<file path="config.mk">
export PLATFORM = sky130hd
export DESIGN_NAME = ttlc_ctrl
export DESIGN_NICKNAME = d
export VERILOG_FILES = /design/src/hw/rtl/ttlc_pkg.sv /design/src/hw/rtl/ttlc_ctrl.sv
export SDC_FILE = /design/constraint.sdc
export NUM_CORES = 1
export LEC_CHECK = 0
export BUFFER_PORTS_ARGS = -buffer_cell sky130_fd_sc_hd__buf_2
export CAP_MARGIN = 25
export CORE_MARGIN = 5
export CORE_UTILIZATION = 60
export CTS_CLUSTER_SIZE = 28
export DETAILED_ROUTE_END_ITERATION = 16
export PLACE_DENSITY = 0.81
export SLEW_MARGIN = 10
export SYNTH_ARGS = -nofsm -noshare
export SYNTH_HDL_FRONTEND = slang
export SYNTH_SLANG_ARGS = --single-unit
</file>
<file path="constraint.sdc">
create_clock -name clk_i -period 7.2 [get_ports clk_i]
set_clock_uncertainty 0.05 [all_clocks]
set_input_delay 1.8 -clock clk_i [delete_from_list [all_inputs] [get_ports clk_i]]
set_output_delay 1.8 -clock clk_i [all_outputs]
set_load 0.02 [all_outputs]
</file>
<file path="src/hw/rtl/ttlc_pkg.sv">
// Shared types, codes and defaults of the triangle trim-loop classifier.
package ttlc_pkg;

  localparam int unsigned MaxPoints = 256;
  localparam int unsigned CoordBits = 16;
  localparam int SideAll = 3;

  typedef enum logic [1:0] {
    OP_CLEAR    = 2'd0,
    OP_APPEND   = 2'd1,
    OP_CLASSIFY = 2'd2,
    OP_NONE     = 2'd3
  } op_e;

  typedef enum logic [1:0] {
    REG_OUTSIDE  = 2'd0,
    REG_STRADDLE = 2'd1,
    REG_INSIDE   = 2'd2,
    REG_UNUSED   = 2'd3
  } region_e;

  typedef struct packed {
    logic       load_tri;
    logic       ld_mul;
    logic       ld_sum;
    logic       mem_wr;
    logic       mem_rd;
    logic       take_cur;
    logic       take_first;
    logic       take_nxt;
    logic       issue;
    logic [1:0] edge_sel;
    logic       clr_acc;
  } cmd_t;

  typedef struct packed {
    logic       cur_mark;
    logic       busy;
    logic       straddle;
    logic [2:0] parity;
  } sts_t;

endpackage

</file>
<file path="src/hw/rtl/ttlc_ctrl.sv">
// Controller: handshakes, point count, segment walk sequencer and result register.
module ttlc_ctrl #(
  parameter int unsigned MAX_POINTS = ttlc_pkg::MaxPoints,
  localparam int unsigned AW = (MAX_POINTS > 1) ? $clog2(MAX_POINTS) : 1,
  localparam int unsigned CW = $clog2(MAX_POINTS + 1)
) (
  input  logic           clk_i,
  input  logic           rst_ni,
  input  logic           s_tvalid_i,
  output logic           s_tready_o,
  input  logic [1:0]     s_tuser_i,
  output logic           m_tvalid_o,
  input  logic           m_tready_i,
  output logic [7:0]     m_tdata_o,
  output ttlc_pkg::cmd_t cmd_o,
  output logic [AW-1:0]  addr_o,
  input  ttlc_pkg::sts_t sts_i
);

  typedef enum logic [9:0] {
    ST_IDLE   = 10'b0000000001,
    ST_SETUP0 = 10'b0000000010,
    ST_SETUP1 = 10'b0000000100,
    ST_FIRST  = 10'b0000001000,
    ST_NEXT   = 10'b0000010000,
    ST_LOAD   = 10'b0000100000,
    ST_EDGE   = 10'b0001000000,
    ST_DRAIN  = 10'b0010000000,
    ST_DONE   = 10'b0100000000,
    ST_SPARE  = 10'b1000000000
  } state_e;

  state_e            state_q, state_d;
  logic [CW-1:0]     count_q, count_d, j_q, j_d, jp1;
  logic [1:0]        e_q, e_d;
  logic              ov_q, ov_d;
  logic [1:0]        reg_q, reg_d;
  logic              stat_q, stat_d;
  logic              can_out, acc, last_seg;
  ttlc_pkg::op_e     op;
  ttlc_pkg::region_e region;

  assign op       = ttlc_pkg::op_e'(s_tuser_i);
  assign can_out  = !ov_q || m_tready_i;
  assign s_tready_o = (state_q == ST_IDLE) && can_out;
  assign acc      = s_tvalid_i && s_tready_o;
  assign jp1      = j_q + CW'(1);
  assign last_seg = jp1 >= count_q;

  always_comb begin
    priority if (sts_i.straddle) begin
      region = ttlc_pkg::REG_STRADDLE;
    end else if (&sts_i.parity) begin
      region = ttlc_pkg::REG_INSIDE;
    end else if (~|sts_i.parity) begin
      region = ttlc_pkg::REG_OUTSIDE;
    end else begin
      region = ttlc_pkg::REG_STRADDLE;
    end
  end

  always_comb begin
    state_d = state_q;
    count_d = count_q;
    j_d     = j_q;
    e_d     = e_q;
    ov_d    = ov_q && !m_tready_i;
    reg_d   = reg_q;
    stat_d  = stat_q;
    cmd_o   = '0;
    addr_o  = count_q[AW-1:0];
    cmd_o.edge_sel = e_q;
    unique case (state_q)
      ST_IDLE: begin
        if (acc) begin
          unique case (op)
            ttlc_pkg::OP_CLEAR: begin
              count_d = '0;
              ov_d = 1'b1; reg_d = ttlc_pkg::REG_OUTSIDE; stat_d = 1'b0;
            end
            ttlc_pkg::OP_APPEND: begin
              ov_d = 1'b1; reg_d = ttlc_pkg::REG_OUTSIDE;
              if (count_q == CW'(MAX_POINTS)) begin
                stat_d = 1'b1;
              end else begin
                stat_d = 1'b0;
                cmd_o.mem_wr = 1'b1;
                count_d = count_q + CW'(1);
              end
            end
            ttlc_pkg::OP_CLASSIFY: begin
              cmd_o.load_tri = 1'b1;
              cmd_o.clr_acc  = 1'b1;
              state_d = ST_SETUP0;
            end
            default: begin
              ov_d = 1'b1; reg_d = ttlc_pkg::REG_OUTSIDE; stat_d = 1'b0;
            end
          endcase
        end
      end
      ST_SETUP0: begin
        cmd_o.ld_mul = 1'b1;
        state_d = ST_SETUP1;
      end
      ST_SETUP1: begin
        cmd_o.ld_sum = 1'b1;
        addr_o = '0;
        if (count_q == '0) begin
          state_d = ST_DONE;
        end else begin
          cmd_o.mem_rd = 1'b1;
          state_d = ST_FIRST;
        end
      end
      ST_FIRST: begin
        cmd_o.take_cur   = 1'b1;
        cmd_o.take_first = 1'b1;
        j_d = '0;
        state_d = ST_NEXT;
      end
      ST_NEXT: begin
        addr_o = jp1[AW-1:0];
        if (!sts_i.cur_mark && last_seg) begin
          state_d = ST_DRAIN;
        end else begin
          cmd_o.mem_rd = 1'b1;
          state_d = ST_LOAD;
        end
      end
      ST_LOAD: begin
        cmd_o.take_nxt = 1'b1;
        e_d = '0;
        state_d = ST_EDGE;
      end
      ST_EDGE: begin
        cmd_o.issue = 1'b1;
        if (e_q == 2'd2) begin
          if (sts_i.cur_mark && last_seg) begin
            state_d = ST_DRAIN;
          end else begin
            cmd_o.take_cur   = 1'b1;
            cmd_o.take_first = sts_i.cur_mark;
            j_d = jp1;
            state_d = ST_NEXT;
          end
        end else begin
          e_d = e_q + 2'd1;
        end
      end
      ST_DRAIN: begin
        if (!sts_i.busy) begin
          state_d = ST_DONE;
        end
      end
      ST_DONE: begin
        if (can_out) begin
          ov_d = 1'b1; reg_d = region; stat_d = 1'b0;
          state_d = ST_IDLE;
        end
      end
      default: begin
        state_d = ST_IDLE;
      end
    endcase
  end

  always_ff @(posedge clk_i or negedge rst_ni) begin
    if (!rst_ni) begin
      state_q <= ST_IDLE;
      count_q <= '0;
      j_q     <= '0;
      e_q     <= '0;
      ov_q    <= 1'b0;
    end else begin
      state_q <= state_d;
      count_q <= count_d;
      j_q     <= j_d;
      e_q     <= e_d;
      ov_q    <= ov_d;
    end
  end

  always_ff @(posedge clk_i) begin
    reg_q  <= reg_d;
    stat_q <= stat_d;
  end

  assign m_tvalid_o = ov_q;
  assign m_tdata_o  = {5'd0, stat_q, reg_q};

endmodule

</file>
==> results.cfg <==
[detailed_routing]
drtPass1Iterations = 4
via_per_inst = 5.850
wire_per_inst_um = 14.82
drt_iter0_drc = 114
final_antenna_net_count = 0
drc = 0
vias = 2071
routed_wl_um = 5248

[job]
drv_cap = 0

[placed_design]
portBuffers = 36
dpl.cell_count = 346
placed_area_um2 = 2502
hpwl_um = 4024
gp_congestion = 0.8842

[clock_network]
clk_path_buf_depth = 2
clock_latency_ns = 0.29
numCtsBuffers = 5
htree_levels = 2
cts_setup_buffers = 0
path_clk_slew_ns = 0.07
cts.hold.buffers_added = 0
cts_sinks = 33
cts_tree = done
cts.repair.resized = 0
cts-root-buf = clkbuf_8

[layout]
final_common_cell = buf_2
layout.cells.non_filler = 354
drive_gt1_share_pct = 20.26
syn2layout_area_growth_pct = 11.08
finalInstanceArea_um2 = 2585
layout_common_cells = buf_2 (36), nand2_1 (32), dfrtp_1 (29)
final_nets = 330
antennaDiodeCount = 0

[synthesis]
synth_ff_type = dfrtp_1
ys_types = 55
yosys.area.top_type = dfrtp_1
ys_seq_area_share_pct = 36.18
synth.top_cell.area_share_pct = 31.18
synthArstFlopShare_pct = 90.91
syn_area_um2 = 2327
synth.avg_cell_area_um2 = 8.588
synth_edf_count = 3
ys_top_cells_by_area = dfrtp_1 (31%), ha_1 (7.0%), o21ai_0 (6.0%), nand2_1 (5.2%), edfxtp_1 (3.9%)
ys_ff_latch = 33
syn_inst = 271
ys_warn_count = 0

[grt]
grt_pass1_wl_um = 8942
grt_use_total_pct = 21.81
grt_antenna_before_repair = 0
grt_pass1_vias = 2015
overflow = 0
grt_max_degree = 31

[pwr]
powerDensity_nw_per_um2 = 265.4
switchingPower_uw = 285.5
pwr-share-clk_pct = 19.7
p_sw_share_pct = 41.61
p_int_uw = 400.5
pwr-share-seq_pct = 39.0
p_comb_share_pct = 41.3
power.leakage_uw = 0.001211
vdd_ir_drop_max_mv = 0.1442

[worst_setup_path]
crit_cells = 6
crit_family = simple AND/OR/NAND/NOR gates
max_stage_delay_ns = 0.32
endpoint_kind = primary output
cp.arrival_ns = 3.02
reg2reg_depth = 11
required_ns = 5.35
crit_path_start_kind = input pin
cp_common_cell = buf_2
path_cells = buf_2 > nand2b_1 > nand2_1 > nor3_4 > nor3b_2 > buf_2
crit_path_top_delay_cell = nor3_4
worstSetupPathType = input pin to primary output
critPathBufInv = 2
critPathMaxFanout = 7

[timing]
max_slew.worst_pin.slew_ns = 0.7665
period_needed_ns = 4.875
setup-violations-final = 0
relSlewSlack_pct = 48.18
min_period_over_period_pct = 67.71
rsz0062_at_grt = no
slew_violations = 0
finalHoldViolCount = 0
fmax_mhz = 205.1
fin_tns_setup_ns = 0

[floorplan]
num_rows = 22
dieArea_um2 = 5224
start_util_pct = 62.63
die_h_um = 72.28
die_w_um = 72.28
ios = 42
core_um2 = 3716

[status]
status = finished, final reports clean

[hold_path]
hold_class = flop to flop
min_path_cells = 1
## power by group through the flow
stage | registers, uW | clock network [uW] | logic (uW)
after CTS | 267 | 136 | 286
final | 267 | 135 | 283
after detailed placement | 270 | 0 | 283
after global placement | 269 | 0 | 275
after floorplan | 265 | 0 | 209
after global routing | 274 | 145 | 322
## cell families (layout without fill, tap and decap cells)
group / after synthesis / after routing / share of synthesized area (%)
AOI/OAI and AO/OA: 65 / 65 / 17.47
xor gates and xnor gates: 7 / 7 / 2.634
adders and majority gates: 13 / 13 / 6.989
buffers and inverters: 32 / 63 / 6.505
DFF: 33 / 33 / 36.18
muxes: 2 / 2 / 0.8602
other: 1 / 5 / 0.1611
and+or+nand+nor: 118 / 118 / 29.19
## through the flow
stage	hold slack, ns	power, uW	setup slack [ns]	utilization, %
final	0.4669	686.0	2.325	69.56
after global routing	0.5156	741.6	2.089	69.56
after CTS	0.4862	689.1	2.335	69.56
after detailed placement	0.4786	553.4	2.337	67.34
after global placement	0.4459	544.2	2.433	67.34
after floorplan	0.4574	474.5	2.582	-
## layer usage
| metal | vias up | GRT usage, % | wire, um |
|---|---|---|---|
| li1 | 1028 | - | - |
| met1 | 982 | 28.26 | 2325 |
| met2 | 57 | 36.20 | 2593 |
| met3 | 4 | 4.986 | 272 |
| met4 | 0 | 6.681 | 55 |
| met5 | - | 0 | 0 |
## path summary, 6_finish.rpt
check,from,to,slack [ns]
worst max-delay path,m_tready_i,cmd_o[8],2.33
worst max register to register,j_q[0],j_q[1],4.14
worst min-delay path,e_q[0],e_q[0],0.47
max in group asynchronous,rst_ni,count_q[3],5.15
worst min register to register,e_q[0],e_q[0],0.47
min in group asynchronous,rst_ni,m_tvalid_o,1.50
## cells in the mapped netlist (6+ instances only)
library cell / n
a21oi_1: 10
buf_4: 7
dfrtp_1: 29
ha_1: 13
inv_1: 19
nand2_1: 32
nand2b_1: 7
nand3_1: 16
nor2_1: 20
o21ai_0: 28
or3_1: 6
## registers in the layout, summed over array words and instances, names as in the netlist
name,flops
e_q,2
stat_q,1
count_q,9
reg_q,2
state_q,9
j_q,9
m_tvalid_o,1
## area by class of cell
| class | count | area [um2] |
|---|---|---|
| well taps | 48 | 60.06 |
| inverters | 19 | 71.32 |
| flip-flops and latches | 33 | 842.1 |
| fillers | 335 | 1131 |
| repair buffers | 36 | 180.2 |
| clock buffers | 6 | 72.57 |
| clock inverters | 2 | 10.01 |
| multi-input cells | 210 | 1349 |
## worst register-to-register path, cell delays in order, from the launching register on
cell	delay (ns)
dfrtp_1	0.45
ha_1	0.24
nand3_1	0.12
nor2_1	0.15
xnor2_1	0.16
inv_1	0.06
ha_1	0.28
nand2_1	0.07
or3_1	0.40
a21oi_2	0.40
or2_1	0.37
mux2i_1	0.23
(Power assumes the default switching activity.)
